## src/rtl/calendar_day_step_weekday_unit_macros.svh

```systemverilog
// assertion helpers for the date stepper rtl
`ifndef CALENDAR_DAY_STEP_WEEKDAY_UNIT_MACROS_SVH
`define CALENDAR_DAY_STEP_WEEKDAY_UNIT_MACROS_SVH

// condition implies consequence in the same cycle
`define CDSW_ASSERT_NOW(label, ante, cons, msg) \
	label: assert property (@(posedge clk) disable iff (!arst_n) (ante) |-> (cons)) \
		else $error(msg);

// condition implies consequence in the next cycle
`define CDSW_ASSERT_NEXT(label, ante, cons, msg) \
	label: assert property (@(posedge clk) disable iff (!arst_n) (ante) |=> (cons)) \
		else $error(msg);

`endif

```

## src/rtl/cdsw_pkg.sv

```systemverilog
`timescale 1ns / 1ps

package cdsw_pkg;

	localparam logic [13:0] YEAR_MIN  = 14'd1;
	localparam logic [13:0] YEAR_MAX  = 14'd9999;
	localparam logic [3:0]  MONTH_JAN = 4'd1;
	localparam logic [3:0]  MONTH_FEB = 4'd2;
	localparam logic [3:0]  MONTH_DEC = 4'd12;
	localparam logic        CMD_NEXT  = 1'b0;
	localparam logic        CMD_PREV  = 1'b1;

	typedef struct packed {
		logic [13:0] year;
		logic [3:0]  month;
		logic [4:0]  day;
	} date_t;

	typedef struct packed {
		logic range_err;
		logic no_date;
	} step_flags_t;

	function automatic logic [4:0] month_len(input logic [3:0] mon, input logic leap);
		logic [4:0] len;
		unique case (mon)
			4'd2:                      len = leap ? 5'd29 : 5'd28;
			4'd4, 4'd6, 4'd9, 4'd11:   len = 5'd30;
			default:                   len = 5'd31;
		endcase
		return len;
	endfunction

	// (13*mm - 1) / 5 with march as month one
	function automatic logic [4:0] month_offset(input logic [3:0] mon);
		logic [4:0] ofs;
		unique case (mon)
			4'd1:    ofs = 5'd28;
			4'd2:    ofs = 5'd31;
			4'd3:    ofs = 5'd2;
			4'd4:    ofs = 5'd5;
			4'd5:    ofs = 5'd7;
			4'd6:    ofs = 5'd10;
			4'd7:    ofs = 5'd12;
			4'd8:    ofs = 5'd15;
			4'd9:    ofs = 5'd18;
			4'd10:   ofs = 5'd20;
			4'd11:   ofs = 5'd23;
			4'd12:   ofs = 5'd25;
			default: ofs = 5'd0;
		endcase
		return ofs;
	endfunction

endpackage

```

## src/rtl/calendar_day_step_weekday_unit.sv

```systemverilog
`timescale 1ns / 1ps
// channel  handshake              word
// in       in_valid / in_ready    command, year, month, day
// out      out_valid / out_ready  new_year, new_month, new_day, weekday, range_error
//
// one word per cycle unless held; out_valid rises once a word passes s1-s3 into s4
// stages: input register, day step, weekday partial sum and year/100, result
// reset clears the stage valid bits only
// a held result (out_valid without out_ready) freezes every stage and drops in_ready

`include "calendar_day_step_weekday_unit_macros.svh"

module calendar_day_step_weekday_unit
	import cdsw_pkg::*;
(
	input  logic        clk,
	input  logic        arst_n,
	input  logic        in_valid,
	output logic        in_ready,
	input  logic        command,
	input  logic [13:0] year,
	input  logic [3:0]  month,
	input  logic [4:0]  day,
	output logic        out_valid,
	input  logic        out_ready,
	output logic [13:0] new_year,
	output logic [3:0]  new_month,
	output logic [4:0]  new_day,
	output logic [2:0]  weekday,
	output logic        range_error
);

	logic        en;
	logic        valid_s1;
	logic        valid_s2;
	logic        valid_s3;
	logic        valid_s4;
	logic        cmd_s1;
	date_t       date_s1;
	date_t       step_date;
	step_flags_t step_flags;
	date_t       date_s2;
	step_flags_t flags_s2;
	date_t       date_s3;
	logic        err_s3;
	date_t       date_s4;
	logic        err_s4;
	logic [2:0]  weekday_s4;

	assign en       = !valid_s4 || out_ready;
	assign in_ready = en;

	always_ff @(posedge clk or negedge arst_n) begin
		if (!arst_n) begin
			valid_s1 <= 1'b0;
			valid_s2 <= 1'b0;
			valid_s3 <= 1'b0;
			valid_s4 <= 1'b0;
		end else if (en) begin
			valid_s1 <= in_valid;
			valid_s2 <= valid_s1;
			valid_s3 <= valid_s2;
			valid_s4 <= valid_s3;
		end
	end

	always_ff @(posedge clk) begin
		if (en) begin
			cmd_s1   <= command;
			date_s1  <= '{year: year, month: month, day: day};
			date_s2  <= step_date;
			flags_s2 <= step_flags;
			date_s3  <= date_s2;
			err_s3   <= flags_s2.range_err;
			date_s4  <= date_s3;
			err_s4   <= err_s3;
		end
	end

	cdsw_step u_step (
		.command (cmd_s1),
		.din     (date_s1),
		.dout    (step_date),
		.flags   (step_flags)
	);

	cdsw_wday u_wday (
		.clk        (clk),
		.en         (en),
		.date       (date_s2),
		.no_date    (flags_s2.no_date),
		.weekday_s4 (weekday_s4)
	);

	assign out_valid   = valid_s4;
	assign new_year    = date_s4.year;
	assign new_month   = date_s4.month;
	assign new_day     = date_s4.day;
	assign weekday     = weekday_s4;
	assign range_error = err_s4;

	`CDSW_ASSERT_NEXT(a_accept_lands, in_valid && in_ready, valid_s1,
		"accepted word did not enter the input stage")
	`CDSW_ASSERT_NEXT(a_stage_advance, valid_s3 && en, out_valid,
		"word lost between last stage and result")
	`CDSW_ASSERT_NOW(a_weekday_range, out_valid, weekday != 3'd7,
		"weekday out of range")
	`CDSW_ASSERT_NOW(a_month_day_sane, out_valid && !range_error,
		(new_month != 4'd0) && (new_month <= MONTH_DEC) && (new_day != 5'd0),
		"stepped date has no valid month or day")
	`CDSW_ASSERT_NOW(a_feb_len, out_valid && !range_error && (new_month == MONTH_FEB),
		new_day <= 5'd29, "february day beyond 29")

endmodule

```

## src/rtl/cdsw_step.sv

```systemverilog
`timescale 1ns / 1ps

module cdsw_step
	import cdsw_pkg::*;
(
	input  logic        command,
	input  date_t       din,
	output date_t       dout,
	output step_flags_t flags
);

	logic [23:0] inv_prod;
	logic        div100;
	logic        div400;
	logic        leap;
	logic        bad;
	logic        err;
	logic [3:0]  prev_month;
	logic [4:0]  len;
	logic [4:0]  prev_len;

	// year/4 divisible by 25 iff times the inverse of 25 mod 2^12 stays small
	assign inv_prod = {12'd0, din.year[13:2]} * 24'd3113;
	assign div100   = (din.year[1:0] == 2'b00) && (inv_prod[11:0] <= 12'd163);
	assign div400   = div100 && (din.year[3:2] == 2'b00);
	assign leap     = (din.year[1:0] == 2'b00) && (!div100 || div400);

	assign prev_month = din.month - 4'd1;
	assign len        = month_len(din.month, leap);
	assign prev_len   = month_len(prev_month, leap);

	assign bad = (din.year < YEAR_MIN) || (din.year > YEAR_MAX) ||
		(din.month < MONTH_JAN) || (din.month > MONTH_DEC);

	always_comb begin
		dout = din;
		err  = 1'b0;
		if (bad) begin
			err = 1'b1;
		end else if (command == CMD_NEXT) begin
			if ((din.day != 5'd0) && (din.day < len)) begin
				dout.day = din.day + 5'd1;
			end else if (din.month < MONTH_DEC) begin
				dout.day   = 5'd1;
				dout.month = din.month + 4'd1;
			end else if (din.year < YEAR_MAX) begin
				dout.day   = 5'd1;
				dout.month = MONTH_JAN;
				dout.year  = din.year + 14'd1;
			end else begin
				err = 1'b1;
			end
		end else begin
			if ((din.day >= 5'd2) && (din.day <= len)) begin
				dout.day = din.day - 5'd1;
			end else if (din.month > MONTH_JAN) begin
				dout.month = prev_month;
				dout.day   = prev_len;
			end else if (din.year > YEAR_MIN) begin
				dout.year  = din.year - 14'd1;
				dout.month = MONTH_DEC;
				dout.day   = 5'd31;
			end else begin
				err = 1'b1;
			end
		end
	end

	assign flags.range_err = err;
	assign flags.no_date   = bad;

endmodule

```

## src/rtl/cdsw_wday.sv

```systemverilog
`timescale 1ns / 1ps

module cdsw_wday
	import cdsw_pkg::*;
(
	input  logic       clk,
	input  logic       en,
	input  date_t      date,
	input  logic       no_date,
	output logic [2:0] weekday_s4
);

	logic        shift;
	logic [13:0] yy;
	logic [13:0] partial;
	logic [26:0] q_prod;
	logic [13:0] partial_s3;
	logic [6:0]  q100_s3;
	logic        no_date_s3;
	logic [13:0] sum;
	logic [4:0]  fold1;
	logic [3:0]  fold2;
	logic [2:0]  fold3;
	logic [2:0]  wd;

	// january and february count as months of the year before
	assign shift   = (date.month <= MONTH_FEB);
	assign yy      = date.year - {13'd0, shift};
	assign partial = {9'd0, date.day} + {9'd0, month_offset(date.month)} + yy +
		{2'b00, yy[13:2]};
	// yy / 100 by reciprocal; the 7-bit quotient is exact for yy below 12800
	assign q_prod  = {13'd0, yy} * 27'd5243;

	always_ff @(posedge clk) begin
		if (en) begin
			partial_s3 <= partial;
			q100_s3    <= q_prod[25:19];
			no_date_s3 <= no_date;
		end
	end

	assign sum = partial_s3 - {7'd0, q100_s3} + {9'd0, q100_s3[6:2]};

	// mod 7 by folding octal digits, since 8 is 1 mod 7
	assign fold1 = {2'b00, sum[2:0]} + {2'b00, sum[5:3]} + {2'b00, sum[8:6]} +
		{2'b00, sum[11:9]} + {3'b000, sum[13:12]};
	assign fold2 = {1'b0, fold1[2:0]} + {2'b00, fold1[4:3]};
	assign fold3 = fold2[2:0] + {2'b00, fold2[3]};
	assign wd    = (fold3 == 3'd7) ? 3'd0 : fold3;

	always_ff @(posedge clk) begin
		if (en) begin
			weekday_s4 <= no_date_s3 ? 3'd0 : wd;
		end
	end

endmodule

```

## config.mk

```make
export PLATFORM = sky130hd
export DESIGN_NAME = calendar_day_step_weekday_unit
export DESIGN_NICKNAME = d
export VERILOG_FILES = /design/src/rtl/cdsw_pkg.sv /design/src/rtl/calendar_day_step_weekday_unit.sv /design/src/rtl/cdsw_step.sv /design/src/rtl/cdsw_wday.sv
export VERILOG_INCLUDE_DIRS = /design/src /design/src/rtl
export SDC_FILE = /design/constraint.sdc
export NUM_CORES = 1
export LEC_CHECK = 0
export BUFFER_PORTS_ARGS = -buffer_cell sky130_fd_sc_hd__buf_4
export CORE_MARGIN = 5
export CORE_UTILIZATION = 38
export CTS_BUF_LIST = sky130_fd_sc_hd__clkbuf_8
export DETAILED_ROUTE_END_ITERATION = 8
export PLACE_DENSITY = 0.6
export SLEW_MARGIN = 5
export SYNTH_ARGS = -nofsm -noshare
export SYNTH_HDL_FRONTEND = slang
export SYNTH_SLANG_ARGS = --single-unit
```

## constraint.sdc

```tcl
create_clock -name clk -period 8.5 [get_ports clk]
set_clock_uncertainty 0.15 [all_clocks]
set_input_delay 1.7 -clock clk [delete_from_list [all_inputs] [get_ports clk]]
set_output_delay 1.7 -clock clk [all_outputs]
set_load 0.03 [all_outputs]
```

Yosys cells after proc, flatten, opt, wreduce, memory -nomap -nowiden. Memory sizes are Yosys's and may differ from the RTL's. A register that Yosys moved wholly into a read port is not among the register bits. Cells that the tools add are included. W data, S select, Z words.

Register bits: 126. Memory bits (read-only): 80. Input port bits: 28. Word-level logic and storage cells: 111. Memories: 1.

Add/subtract/negate cells: 18. Multiply operators: 2. Order comparisons: 13. Equality and inequality tests: 11. Muxes and demuxes: 23. Reduce and logical (&&, ||, !) cells: 18.

Memories: (no name shown) (words 16, bits a word 5, rd ports 1, clocked after memory_dff 1, wr ports 0, RTL line cdsw_pkg.sv:37) `unique case (mon)`.

Operators by type and width (count): $mux W23 (4); $mux W18 (2); $mux W14 (2); $mul A14 B13 Y26 const B (1); $pmux W5 S2 (2); $mux W9 (2); $eq A4 B3 Y1 const B (4); $eq A4 B4 Y1 const B (4); $add A14 B1 Y14 const B (1); $add A14 B12 Y14 (1); $add A14 B14 Y14 (1); $add A14 B5 Y14 (1); $gt A14 B1 Y1 const B (1); $gt A14 B14 Y1 const B (1); $lt A14 B1 Y1 const B (1); $lt A14 B14 Y1 const B (1); $sub A14 B1 Y14 (1); $sub A14 B1 Y14 const B (1); $sub A14 B7 Y14 (1); $le A12 B8 Y1 const B (1); $mul A12 B11 Y12 const B (1); $add A5 B3 Y5 (2); $mux W5 (2); $eq A4 B2 Y1 const B (2); 27 further kinds (45).

Longest topological paths before layout. Gate-level depths: netlist of the first run.

Word-level depth: 14. Depth in mapped cells: 29. Depth with buffers taken out: 29.

Hierarchy. Synthesis of the first run repeated with hierarchy kept, for this count alone.

Cells, all modules: 1141. Area total of the unflattened synthesis: 12241.7 µm².

By module, submodules not included: cdsw_wday (times used 1, cells an instance 681, area each 6498.7 µm²); calendar_day_step_weekday_unit (times used 1, cells an instance 106, area each 3079.2 µm²); cdsw_step (times used 1, cells an instance 354, area each 2663.8 µm²).

Worst setup path after synthesis of the first run. No wires, ideal clock.

Path kind: input-to-reg. Start point: input out_ready. End point: register with a tool-made name. Library setup time: 125 ps. Data arrival time: 7585 ps. Data required time: 8225 ps. Path slack: 640 ps. Stages on the path: 7. Cell sequence: nand2b_1 buf_1 a31oi_1 inv_1 ha_1 mux2_4 mux2_4.

RTL lines: from (decl) (RTL line calendar_day_step_weekday_unit.sv:25) `input logic out_ready,`.

Final worst setup path of the first run.
Start point: register date_s2[5] (netlist name). End point: register u_wday.q100_s3[6], data pin.

Cells in the longest elaborated chain, start to end: 3.

Ends and longest elaborated chain: from (decl) (RTL line calendar_day_step_weekday_unit.sv:42) `date_t date_s2;`; from (signal assigned) (RTL line calendar_day_step_weekday_unit.sv:71) `date_s2 <= step_date;`; $le A4 B2 Y1 (RTL line cdsw_wday.sv:27) `assign shift = (date.month <= MONTH_FEB);`; $sub A14 B1 Y14 (RTL line cdsw_wday.sv:28) `assign yy = date.year - {13'd0, shift};`; $mul A14 B13 Y26 (RTL line cdsw_wday.sv:32) `assign q_prod = {13'd0, yy} * 27'd5243;`; named net u_wday.q_prod[25] (RTL line cdsw_wday.sv:16) `logic [26:0] q_prod;`; to (signal assigned) (RTL line cdsw_wday.sv:37) `q100_s3 <= q_prod[25:19];`; to (decl) (RTL line cdsw_wday.sv:18) `logic [6:0] q100_s3;`.

The timed path passes the listed nets, and every way through them passes these cells. A chain may end at the register's enable or synchronous reset.

==> flow_summary.ini, run 1 <==
[global_routing]
grt_pass1_wl_um = 39400
antenna_found_initial = 0
grt-ovfl-total = 0
grt_max_degree = 74
first_global_vias = 8025
grt_use_total = 0.138

[yosys]
synth-seq-cells = 131
synthCells = 1077
synth_edf_count = 122
synth_top_cell_by_area = edfxtp_1
avgSynthCellArea_um2 = 11.0
ys_warn_count = 0
synth_ff_type = edfxtp_1
netlist_top_cells_area = edfxtp_1, ha_1, fa_1, inv_1, xnor2_1
synth_commonest_cells = inv_1, ha_1, edfxtp_1
synth_fp_nets = 1378
synth.distinct_cells = 74
ys_seq_area_frac = 0.326
syn_area_um2 = 11900
yosysMostFrequentCell = inv_1
yosys.area.top_type_share = 0.309
synthArstFlopShare = 0.0305

[clock_network]
htree_levels = 4
ctsHoldBuffers = 0
cts_sinks = 131
clockBufferDepth = 2
cts_tree = yes
ctsResizeCount = 0
cts_made_buffers = 17
clockRootBuffer = clkbuf_8
clk_pin_slew_ps = 80
clk_latency_ps = 450
post-cts-setup-buffers = 0

[drt]
drt_iter0_drc = 381
num_vias = 7662
drtAntennaViolNets = 0
wl_um = 23500
viasPerCell = 4.95
post-route-drc-count = 0
first_pass_iters = 4
routedWlPerCell_um = 15.2

[critical_path]
crit_path_max_fanout = 5
worstPathRequired_ps = 8540
crit_type = reg2reg
arrival_ps = 7420
critPathCaptureType = flip-flop
cp-start-kind = flip-flop

[sta]
max_freq_mhz = 136
hold_slack_ps = 273
timing.final.crit_period_ps = 7380
setup-tns-final_ps = 0
tightest_slew_ps = 971
report.final.slew_viol_count = 0
slew_headroom = 0.348
finalSetupViolCount = 0
hold_viol = 0
rsz0062_at_grt = no
finalCritPeriodShare = 0.868

[status]
run_status = complete, no violations

[cells_and_area]
area_growth_pct = 10.7
final_layout_size_suffix_gt1_frac = 0.109
diodes = 0
final_nets = 1439

[floorplanning]
die_area_um2 = 34800
fp.dieH_um = 187
rows = 64
dieWidth_um = 187
io-pin-count = 57
start_util = 0.386
core_um2 = 30700

[placed_design]
gp_congestion = 0.870
hpwl_um = 19300
port-buffer-count = 56

[flow_run]
drv_cap = 0

[min_path]
hold_class = reg2reg
-- kinds of logic (layout without fill, tap and decap cells) --
kind of cell / count (synthesis) / after routing / share of synthesized area
AO/OA/AOI/OAI: 167 / 167 / 0.0931
XOR/XNOR: 78 / 78 / 0.0577
adder cells (fa/ha/maj): 273 / 273 / 0.347
buffers and inverters: 237 / 311 / 0.0775
flip-flops: 131 / 131 / 0.326
multiplexers: 22 / 22 / 0.0207
AND/OR/NAND/NOR: 169 / 169 / 0.0778
-- state kept, by name, summed over array words and instances (netlist names), 2 cells and up, named ones only --
signal / cells
date_s1: 23
date_s2: 23
date_s3: 23
new_year: 14
u_wday.partial_s3: 14
u_wday.q100_s3: 7
new_day: 5
new_month: 4
u_wday.weekday_s4: 3
flags_s2: 2
-- critical path, cell delays in order, from the launching register on --
cell and delay [ps]:
edfxtp_1 440, a211oi_1 300, ha_1 220, nor3b_1 570, nand3b_1 210, xnor2_1 600
inv_1 270, fa_1 600, inv_1 40, ha_1 290, fa_1 480, inv_1 50
fa_1 510, fa_1 550, inv_1 40, ha_1 300, a21o_1 190, a21o_1 170
a21oi_1 240, o21ai_0 170, a211oi_1 320, o31ai_1 150, a21oi_1 190, xnor2_1 90
-- worst paths after layout --
check | from | endpoint | slack (ps) | cells after the start
min in group asynchronous | arst_n | out_valid$_DFFE_PN0N_ | 870 | 1
worst max register to register | date_s2[5]$_DFFE_PN_ | u_wday.q100_s3[6]$_DFFE_PN_ | 1120 | 23
max in group asynchronous | arst_n | valid_s2$_DFFE_PN0N_ | 7230 | 1
worst min-delay path | date_s3[17]$_DFFE_PN_ | new_year[8]$_DFFE_PN_ | 270 | 0
worst min register to register | date_s3[17]$_DFFE_PN_ | new_year[8]$_DFFE_PN_ | 270 | 0
worst max-delay path | date_s2[5]$_DFFE_PN_ | u_wday.q100_s3[6]$_DFFE_PN_ | 1120 | 23
-- area by class of cell --
class | instances | area (µm²)
clock buffers | 17 | 234
clock inverters | 15 | 170
fillers | 2929 | 17600
inverters | 218 | 818
multi-input cells | 709 | 7080
flip-flops and latches | 131 | 3860
well taps | 396 | 495
repair buffers | 61 | 458
-- stage by stage --
step / setup WS (ps) / utilization / cell area, µm² / instances
floorplan: 640 / - / 11900 / 1077
global placement: 1200 / 0.414 / 12700 / 1515
detailed placement: 1040 / 0.414 / 12700 / 1515
CTS: 999 / 0.428 / 13100 / 1547
global route: 522 / 0.428 / 13100 / 1547
finish: 1120 / 0.428 / 13100 / 1547
-- routing by layer --
metal | track usage | wire [µm] | vias to the layer above
met2 | 0.244 | 12100 | 114
met1 | 0.172 | 10500 | 3739
met5 | 0 | 0 | -
li1 | - | - | 3790
met3 | 0.0256 | 735 | 19
met4 | 0.0387 | 281 | 0
-- placed cells by master (no fill, tap or decap), types with 8 or more instances in the layout --
master and instances:
a211oi_1 8, a21o_1 15, a21oi_1 49, a31oi_1 9, buf_4 61, clkbuf_8 17, edfxtp_1 122, fa_1 93
ha_1 180, inv_1 217, mux2i_1 11, nand2_1 30, nand3_1 14, nor2_1 39, nor3_1 17, o21a_1 9
o21ai_0 21, xnor2_1 53, xor2_1 25
Power of run 1 is left out: the tool's default activity adds up to more than one toggle a clock period on the data nets, which glitch-free logic cannot reach.
==> run 2: changes to the inputs <==
--- a/config.mk
+++ b/config.mk
@@ -6,6 +6,7 @@
 export SDC_FILE = /design/constraint.sdc
 export NUM_CORES = 1
 export LEC_CHECK = 0
+export ABC_AREA = 1
 export BUFFER_PORTS_ARGS = -buffer_cell sky130_fd_sc_hd__buf_4
 export CORE_MARGIN = 5
 export CORE_UTILIZATION = 38
==> flow_summary.ini, run 2 <==
[yosys]
yosys.area.top_type_share = 0.292
synth_edf_count = 122
synth_fp_nets = 1631
synth_ff_type = edfxtp_1
ys_seq_area_frac = 0.308
synth_commonest_cells = inv_1, nand2_1, ha_1
synth_top_cell_by_area = edfxtp_1
synthArstFlopShare = 0.0305
synth.distinct_cells = 55
yosysMostFrequentCell = inv_1
netlist_top_cells_area = edfxtp_1, ha_1, fa_1, inv_1, nand2_1
ys_warn_count = 0
synthCells = 1330
syn_area_um2 = 12500
avgSynthCellArea_um2 = 9.42
synth-seq-cells = 131

[global_routing]
antenna_found_initial = 0
first_global_vias = 8804
grt_pass1_wl_um = 43000
grt-ovfl-total = 0
grt_max_degree = 76
grt_use_total = 0.145

[critical_path]
startpoint = date_s2[7]$_DFFE_PN_
cpMostUsedCell = nand2_1
timing.rr.start = date_s2[7]$_DFFE_PN_
worstPathRequired_ps = 8550
cp-start-kind = flip-flop
critPathBufInv = 5
arrival_ps = 6940
crit_type = reg2reg
critPathSlowestCell = fa_1
crit_path_max_fanout = 6
critPathCaptureType = flip-flop
crit_family = adder cells
max_stage_delay_ps = 510

[floorplanning]
io-pin-count = 57
dieWidth_um = 192
rows = 66
fp.dieH_um = 192
core_um2 = 32500
start_util = 0.385
die_area_um2 = 36700

[sta]
report.final.slew_viol_count = 0
max_freq_mhz = 145
tightest_slew_ps = 935
hold_slack_ps = 272
layout_setup_ws_ps = 1620
hold_viol = 0
rsz0062_at_grt = no
finalCritPeriodShare = 0.810
slew_headroom = 0.377
setup-tns-final_ps = 0
timing.final.crit_period_ps = 6880
finalSetupViolCount = 0

[clock_network]
cts_sinks = 131
clockRootBuffer = clkbuf_8
clk_latency_ps = 450
cts_made_buffers = 17
ctsHoldBuffers = 0
clk_pin_slew_ps = 80
htree_levels = 4
ctsResizeCount = 0
post-cts-setup-buffers = 0
cts_tree = yes
clockBufferDepth = 2

[min_path]
worstHoldStart = date_s3[1]$_DFFE_PN_
hold_class = reg2reg

[drt]
drtAntennaViolNets = 0
num_vias = 8781
first_pass_iters = 5
wl_um = 25500
viasPerCell = 4.74
routedWlPerCell_um = 13.8
post-route-drc-count = 0
drt_iter0_drc = 537

[placed_design]
preCtsSetupSlack_ps = 1610
gp_congestion = 0.913
port-buffer-count = 56
hpwl_um = 21300

[cells_and_area]
final_common_cell = inv_1
final_layout_size_suffix_gt1_frac = 0.102
diodes = 0
layout_common_cells = inv_1, nand2_1, ha_1, edfxtp_1, fa_1
area_growth_pct = 10.6
final_nets = 1700
largestRegisters = date_s1 x23, date_s2 x23, date_s3 x23

[flow_run]
drv_cap = 0

[status]
run_status = complete, no violations
[run 2: final timing paths]
check	end	slack (ps)	depth (start not counted)
worst min register to register	new_day[1]$_DFFE_PN_	270	0
worst max register to register	u_wday.q100_s3[5]$_DFFE_PN_	1620	28
worst max-delay path	u_wday.q100_s3[5]$_DFFE_PN_	1620	28
min in group asynchronous	out_valid$_DFFE_PN0N_	890	1
worst min-delay path	new_day[1]$_DFFE_PN_	270	0
max in group asynchronous	valid_s2$_DFFE_PN0N_	7210	1
[run 2: cells by family after synthesis]
group,synth area share
adders and majority gates,0.328
DFF,0.308
xor gates and xnor gates,0.0532
buffers and inverters,0.0961
AOI/OAI and AO/OA,0.0655
and+or+nand+nor,0.149
[run 2: routing by layer]
| layer | share of wire | global-route usage |
|---|---|---|
| met2 | 0.48 | 0.248 |
| met4 | 0.017 | 0.0373 |
| met1 | 0.46 | 0.189 |
| met5 | 0 | 0 |
| met3 | 0.042 | 0.0273 |
[run 2: final cells by class]
type,count,area (µm²)
clock inverter,15,153
tap,442,553
clock buffer,17,234
sequential,131,3860
multi-input combinational,885,7470
inverter,307,1160
fill,3221,18700
timing repair buffer,57,428
[run 2: metrics by stage]
| step | cells | area [µm²] | util |
|---|---|---|---|
| floorplan | 1330 | 12500 | - |
| global placement | 1822 | 13500 | 0.414 |
| detailed placement | 1822 | 13500 | 0.414 |
| CTS | 1854 | 13900 | 0.426 |
| global route | 1854 | 13900 | 0.426 |
| finish | 1854 | 13900 | 0.426 |
Power of run 2 is left out for the same reason.
==> run 3: changes to the inputs <==
--- a/config.mk
+++ b/config.mk
@@ -12,7 +12,7 @@
 export CORE_UTILIZATION = 38
 export CTS_BUF_LIST = sky130_fd_sc_hd__clkbuf_8
 export DETAILED_ROUTE_END_ITERATION = 8
-export PLACE_DENSITY = 0.6
+export PLACE_DENSITY = 0.62
 export SLEW_MARGIN = 5
 export SYNTH_ARGS = -nofsm -noshare
 export SYNTH_HDL_FRONTEND = slang
==> constraint.sdc (replaced) <==
create_clock -name clk -period 5.97 [get_ports clk]
set_clock_uncertainty 0.15 [all_clocks]
set_input_delay 1.194 -clock clk [delete_from_list [all_inputs] [get_ports clk]]
set_output_delay 1.194 -clock clk [all_outputs]
set_load 0.03 [all_outputs]
==> flow_summary.ini, run 3 (same netlist as run 2, synthesis figures left out) <==
[placed_design]
hpwl_um = 22300
port-buffer-count = 56
gp_congestion = 0.900
placed_cell_area_um2 = 14300

[drt]
drt_iter0_drc = 422
wl_um = 27400
viasPerCell = 4.69
routedWlPerCell_um = 13.9
post-route-drc-count = 0
drtAntennaViolNets = 0
first_pass_iters = 5
num_vias = 9208

[min_path]
hold_class = reg2reg

[critical_path]
cp-start-kind = flip-flop
arrival_ps = 6280
critPathBufInv = 6
max_stage_delay_ps = 550
worstPathRequired_ps = 6040
critPathSlowestCell = fa_1
critPathCaptureType = flip-flop
crit_type = reg2reg
crit_path_max_fanout = 4
crit_family = adder cells
regToRegSetupSlack_ps = -240

[sta]
layout_setup_ws_ps = -242
tightest_slew_ps = 995
finalSetupViolCount = 9
hold_viol = 0
max_freq_mhz = 161
timing.final.crit_period_ps = 6210
slew_headroom = 0.336
report.final.slew_viol_count = 0
finalCritPeriodShare = 1.04
rsz0062_at_grt = yes
hold_slack_ps = 272

[floorplanning]
core_um2 = 32500
die_area_um2 = 36700
rows = 66
dieWidth_um = 192
fp.dieH_um = 192
io-pin-count = 57
start_util = 0.385

[clock_network]
clk_pin_slew_ps = 90
htree_levels = 4
clk_latency_ps = 470
cts_tree = yes
cts_sinks = 131
clockBufferDepth = 2
cts_made_buffers = 17
ctsHoldBuffers = 0
clockRootBuffer = clkbuf_8

[global_routing]
grt_use_total = 0.156
grt_max_degree = 81
grt_pass1_wl_um = 46000
first_global_vias = 9503
antenna_found_initial = 0
grt-ovfl-total = 0

[cells_and_area]
final_layout_size_suffix_gt1_frac = 0.223
area_growth_pct = 20.9
final_util = 0.466
diodes = 0
layout_common_cells = inv_1, nand2_1, ha_1, buf_4, edfxtp_1
largestRegisters = date_s1 x23, date_s2 x23, date_s3 x23
final_common_cell = inv_1
final_nets = 1809
fin_area_um2 = 15200

[flow_run]
drv_cap = 0

[status]
violations = setup timing
run_status = complete, but fails checks
[run 3: changes by cell type in the layout (fill, tap and decap cells not counted), sizes merged]
| cell | before | now |
|---|---|---|
| bufinv | 2 | 1 |
| buf | 57 | 166 |
| clkinv | 5 | 3 |
| clkinvlp | 2 | 5 |
[run 3: metrics by stage]
step | cells | setup TNS [ps] | setup WS, ps
after CTS | 1951 | -744 | -208
after global routing | 1963 | -3870 | -502
after floorplan | 1330 | 0 | 2.84
after global placement | 1904 | -1530 | -237
after detailed placement | 1904 | -2610 | -323
final | 1963 | -1280 | -242
[run 3: final timing paths]
check / startpoint / endpoint / cells past startpoint
max in group asynchronous: arst_n / valid_s2$_DFFE_PN0N_ / 1
worst max-delay path: date_s2[8]$_DFFE_PN_ / u_wday.q100_s3[5]$_DFFE_PN_ / 28
worst min register to register: date_s3[11]$_DFFE_PN_ / new_year[2]$_DFFE_PN_ / 0
min in group asynchronous: arst_n / valid_s1$_DFFE_PN0N_ / 1
worst max register to register: date_s2[8]$_DFFE_PN_ / u_wday.q100_s3[5]$_DFFE_PN_ / 28
worst min-delay path: date_s3[11]$_DFFE_PN_ / new_year[2]$_DFFE_PN_ / 0
[run 3: per-layer routing]
layer  wire (µm)  global-route usage  vias up
met2       13800               0.278      149
met4         504              0.0428        0
li1            -                   -     4659
met5           0                   0        -
met1       12200               0.197     4371
met3         850              0.0245       29
[run 3: repair_timing]
item | 4_1_cts | 5_1_grt
pin swaps | 42 | 28
buffers inserted | 15 | 12
gates resized for setup | 44 | 33
endpoints found under the setup margin | 10 | 14
[run 3: layout make-up]
| type | count | area, µm² |
|---|---|---|
| multi-input cells | 885 | 7920 |
| repair buffers | 166 | 1270 |
| inverters | 307 | 1160 |
| clock buffers | 17 | 234 |
| clock inverters | 15 | 148 |
| fillers | 3140 | 17400 |
| flip-flops and latches | 131 | 3860 |
| well taps | 442 | 553 |
[run 3: worst register-to-register path, delay by kind of cell (launching register included)]
| family | cells | cell delay [ps] |
|---|---|---|
| flops | 1 | 420 |
| simple gates | 10 | 1510 |
| fa+ha+maj | 8 | 2910 |
| buf+inv | 6 | 400 |
| compound gates | 2 | 170 |
| xor+xnor | 2 | 410 |
Power of run 3 is left out for the same reason.
